**src/design/assert_macros.svh**
```systemverilog
// Assertion helpers included by the core design file.
`ifndef ASSERT_MACROS_SVH
`define ASSERT_MACROS_SVH

// Checked outside reset only.
`define DPB_CHK(lbl, prop, msg) \
	lbl: assert property (@(posedge clk) disable iff (!arst_n) prop) else $error(msg);

// Checked on every edge, reset included.
`define DPB_CHK_ALWAYS(lbl, prop, msg) \
	lbl: assert property (@(posedge clk) prop) else $error(msg);

`endif

```
**src/design/dpb_pkg.sv**
```systemverilog
package dpb_pkg;

	localparam int PIX_W          = 11;
	localparam int DEPTH_W        = 16;
	localparam int FIELD_W        = 21;
	localparam int REG_W          = 63;
	localparam int DATA_W         = 64;
	localparam int ADDR_W         = 5;
	localparam int COORD_BITS_DEF = 11;
	// the largest normalized magnitude lands in [2^NORM_POS, 2^(NORM_POS+1))
	localparam int NORM_POS       = 30;
	localparam int MAG_W          = NORM_POS + 1;
	localparam int SQ2_W          = 2 * MAG_W;
	localparam int SQ_W           = 64;
	localparam int DM_W           = DEPTH_W + MAG_W;
	localparam int ROOT_W         = SQ_W / 2;
	localparam int REM_W          = ROOT_W + 2;
	localparam int NUM_W          = DM_W + 2;
	localparam int DEN_W          = ROOT_W + 1;
	localparam int QW             = DEPTH_W;
	localparam int WEXT_W         = FIELD_W + 2;

	localparam logic signed [FIELD_W-1:0] OUT_MAX = {1'b0, {(FIELD_W-1){1'b1}}};
	localparam logic signed [FIELD_W-1:0] OUT_MIN = {1'b1, {(FIELD_W-1){1'b0}}};

	typedef enum logic [1:0] {
		REG_RAY_X,
		REG_RAY_Y,
		REG_RAY_Z,
		REG_ORIGIN
	} reg_idx_t;

	typedef struct packed {
		logic [2:0][REG_W-1:0] ray;
		logic [REG_W-1:0]      origin;
	} cfg_t;

	// per-item control that rides along the pipeline
	typedef struct packed {
		logic               vld;
		logic               zero;
		logic [2:0]         neg;
		logic [DEPTH_W-1:0] depth;
	} ctl_t;

	function automatic logic signed [FIELD_W-1:0] field_of(input logic [REG_W-1:0] r,
			input int unsigned slot);
		return $signed(r[slot*FIELD_W +: FIELD_W]);
	endfunction

endpackage

```
**src/design/dpb_apb_regs.sv**
```systemverilog
module dpb_apb_regs import dpb_pkg::*; (
	input  logic              clk,
	input  logic              arst_n,
	input  logic              psel,
	input  logic              penable,
	input  logic              pwrite,
	input  logic [ADDR_W-1:0] paddr,
	input  logic [DATA_W-1:0] pwdata,
	output logic [DATA_W-1:0] prdata,
	output logic              pready,
	output cfg_t              cfg
);

	reg_idx_t idx;
	logic     wr;

	assign idx    = reg_idx_t'(paddr[ADDR_W-1:3]);
	assign wr     = psel && penable && pwrite;
	assign pready = 1'b1;

	// register writes
	always_ff @(posedge clk or negedge arst_n) begin
		if (!arst_n) begin
			cfg <= '0;
		end else if (wr) begin
			unique case (idx)
				REG_RAY_X:  cfg.ray[0] <= pwdata[REG_W-1:0];
				REG_RAY_Y:  cfg.ray[1] <= pwdata[REG_W-1:0];
				REG_RAY_Z:  cfg.ray[2] <= pwdata[REG_W-1:0];
				REG_ORIGIN: cfg.origin <= pwdata[REG_W-1:0];
				default:    cfg.origin <= cfg.origin;
			endcase
		end
	end

	// read back
	always_comb begin
		unique case (idx)
			REG_RAY_X:  prdata = {1'b0, cfg.ray[0]};
			REG_RAY_Y:  prdata = {1'b0, cfg.ray[1]};
			REG_RAY_Z:  prdata = {1'b0, cfg.ray[2]};
			REG_ORIGIN: prdata = {1'b0, cfg.origin};
			default:    prdata = '0;
		endcase
	end

endmodule

```
**config.mk**
```make
export PLATFORM = sky130hd
export DESIGN_NAME = dpb_apb_regs
export DESIGN_NICKNAME = d
export VERILOG_FILES = /design/src/design/assert_macros.svh /design/src/design/dpb_pkg.sv /design/src/design/dpb_apb_regs.sv
export SDC_FILE = /design/constraint.sdc
export NUM_CORES = 1
export LEC_CHECK = 0
export BUFFER_PORTS_ARGS = -buffer_cell sky130_fd_sc_hd__buf_2
export CORE_MARGIN = 5
export CORE_UTILIZATION = 45
export CTS_BUF_LIST = sky130_fd_sc_hd__clkbuf_16
export DETAILED_ROUTE_END_ITERATION = 8
export PLACE_DENSITY = 0.76
export RECOVER_POWER = 50
export REMOVE_ABC_BUFFERS = 1
export SYNTH_ARGS = -nofsm -noshare
export SYNTH_HDL_FRONTEND = slang
export SYNTH_SLANG_ARGS = --single-unit
```
**constraint.sdc**
```tcl
create_clock -name clk -period 1.2 [get_ports clk]
set_input_delay 0.06 -clock clk [delete_from_list [all_inputs] [get_ports clk]]
set_output_delay 0.06 -clock clk [all_outputs]
set_load 0.02 [all_outputs]
```
==> key figures <==
Run status
  – Status: finished with violations
  – Failing checks: negative setup slack

Cells and area
  – # nets final: 1460
  – Antenna diode count: 0
  – Max FFs per register: 252
  – Ratio of cells with drive above 1 in the final layout: 76.0%
  – Final core utilization: 81.9%
  – Top reg by flops: cfg
  – Largest registers: cfg x252
  – Number of non-filler instances in the completed layout: 1731
  – Most frequent cells in the layout: buf_6, dfrtp_1, mux2_2, buf_2, buf_4
  – Area delta synth->final: 79.7%
  – Most common cell after layout, fill and taps aside: buf_6

Setup path
  – Top delay family on crit path: multiplexers
  – Crit path kind: reg -> out
  – Reg2reg end: cfg[213]
  – Crit path largest cell delay: 0.53 ns
  – Critical path, cell by cell: mux4_2, buf_6
  – Slowest-stage cell, CP: mux4_2
  – R2R setup slack: 0.06 ns
  – Worst r2r src: cfg[213]
  – Startpoint types: flop
  – CP Buf/Inv Count: 1
  – CP Data Arrival Time: 1.66 ns
  – Worst-path maximum fanout: 2
  – Crit path capture type: output pin
  – FF-to-FF path depth: 4
  – Worst EP required: 1.14 ns

GRT
  – Initial antenna violation count: 0
  – Vias in the first global route: 10220
  – Grt ovf: 0
  – Pin count of the biggest net entering global routing: 50
  – Global Route Usage Sum: 28.9%
  – First-pass GRT wire length: 63600 um

STA
  – RSZ-0062 raised after global routing: true
  – Post-layout minimum cycle time: 1.72 ns
  – Final worst-path setup slack: -0.518 ns
  – Fin Hold WS: 0.162 ns
  – Worst-Margin Slew: 0.689 ns
  – Tcrit/Tclk final: 143%
  – Clock Skews: 0 ns
  – TNS Setup: -42.80 ns
  – Pins Over Slew Limit: 0
  – Final Hold Fails: 0
  – Setup-failing EPs final: 271
  – Rel. slew slack: 54.1%
  – Fmax: 0.582 GHz

Pwr
  – Leakage power: 9.69 nW
  – Max VDD drop: 1.48 mV
  – Pwr Density: 2030 nW/um2

Detailed routing
  – Drt pass-1 iters: 5
  – DRT iter0 DRCs: 617
  – ANT nets after route: 0
  – DRC: 0
  – Drt wl/cell: 27.7 um
  – Vias per Instance: 5.62
  – Detailed-route via count: 9731
  – Detailed Route WL: 47900 um

Job
  – Max-cap violations: 0

Synthesis
  – Yosys warning total: 0
  – Gate Count Post-Synth: 618
  – Cell variety after synth: 17
  – Synthesis-stage register bit count: 252
  – Register area share after synthesis: 56.9%
  – Syn_area_per_cell: 17.9 um2
  – Synthesized area: 11100 um2

Floorplan
  – Initial Util: 45.6%
  – Die area: 27900 um2
  – Die Ht: 167 um
  – Ports: 391
  – Core Rows: 57
  – Die Wd: 167 um
  – Core Area: 24300 um2

Clock network
  – Clock Sink Count: 252
  – Clk_lat worst skew: 0.53 ns
  – CTS max path bufs: 3
  – CTS root buf: clkbuf_16
  – CTS tree: yes
  – H-tree depth: 1
  – Clock buffer count from CTS: 28
  – Worst-path clk slew: 0.07 ns

Placed design
  – Routability congestion estimate from global placement: 0.813
  – Total placed cells including tap cells: 1360
  – DP HPWL: 21500 um
  – Post-placement setup slack: -0.211 ns
  – Buffers on Ports: 384

Worst hold path
  – Hold WC Path Type: in -> async
## cells in the mapped netlist
library cell,number,area (um2)
mux2_1,5,56.3
clkbuf_1,7,26.3
or3_1,1,6.26
nand4_1,1,6.26
mux2_2,187,2110
nand3_1,1,5.00
conb_1,2,7.51
nor2_2,1,6.26
mux2_4,60,901
mux4_2,63,1420
inv_2,1,3.75
buf_6,6,67.6
dfrtp_1,252,6310
buf_4,2,15.0
nor3_4,1,16.3
buf_2,27,135
or2_1,1,6.26
## cell type report
type / count / area [um2]
repair buffers: 780 / 7790
inverters: 1 / 3.75
fillers: 1081 / 4390
clock inverters: 22 / 156
flip-flops and latches: 252 / 6310
clock buffers: 29 / 726
multi-input cells: 323 / 4540
well taps: 324 / 405
## per-stage QoR
stage | total power [W] | area [um2]
floorplan | 0.0182 | 10800
global placement | 0.0226 | 14000
detailed placement | 0.0229 | 14000
CTS | 0.0368 | 18700
global route | 0.0417 | 19900
finish | 0.0405 | 19900
## how the worst max path moves through the flow
| stage | endpoint | cells past startpoint | startpoint |
|---|---|---|---|
| global placement | cfg[189] | 6 | pwrite |
| detailed placement | cfg[175] | 5 | pwrite |
| global route | prdata[48] | 2 | cfg[237] |
| floorplan | cfg[126] | 3 | psel |
| finish | prdata[25] | 2 | cfg[25] |
| CTS | prdata[29] | 2 | cfg[29] |
## where the power goes
| group | internal [W] | leakage, nW | switching [W] |
|---|---|---|---|
| Sequential | 0.0105 | 3.09 | 0.00189 |
| Combinational | 0.0111 | 6.16 | 0.00845 |
| Clock | 0.00479 | 0.442 | 0.00375 |
| Total | 0.0264 | 9.69 | 0.0141 |
## per-layer routing
| metal | track usage, % | part of all wire (%) |
|---|---|---|
| met1 | 33.4 | 35 |
| met2 | 51.8 | 53 |
| met3 | 6.26 | 7.8 |
| met4 | 12.3 | 4.8 |
| met5 | 0 | 0 |
## cells by family after synthesis
group                  count (synthesis)  synth area share (%)
other                                  2                0.0677
muxes                                315                  40.4
and+or+nand+nor                        6                 0.418
buffers and inverters                 43                  2.23
DFF                                  252                  56.9
## what timing repair did
action	in CTS	in global routing
hold endpoints to repair	504	0
setup endpoints to repair	100	273
gates resized for setup	613	218
hold buffers	64	0
buffers inserted	155	157
No activity file was read; power rests on OpenSTA's default activity.
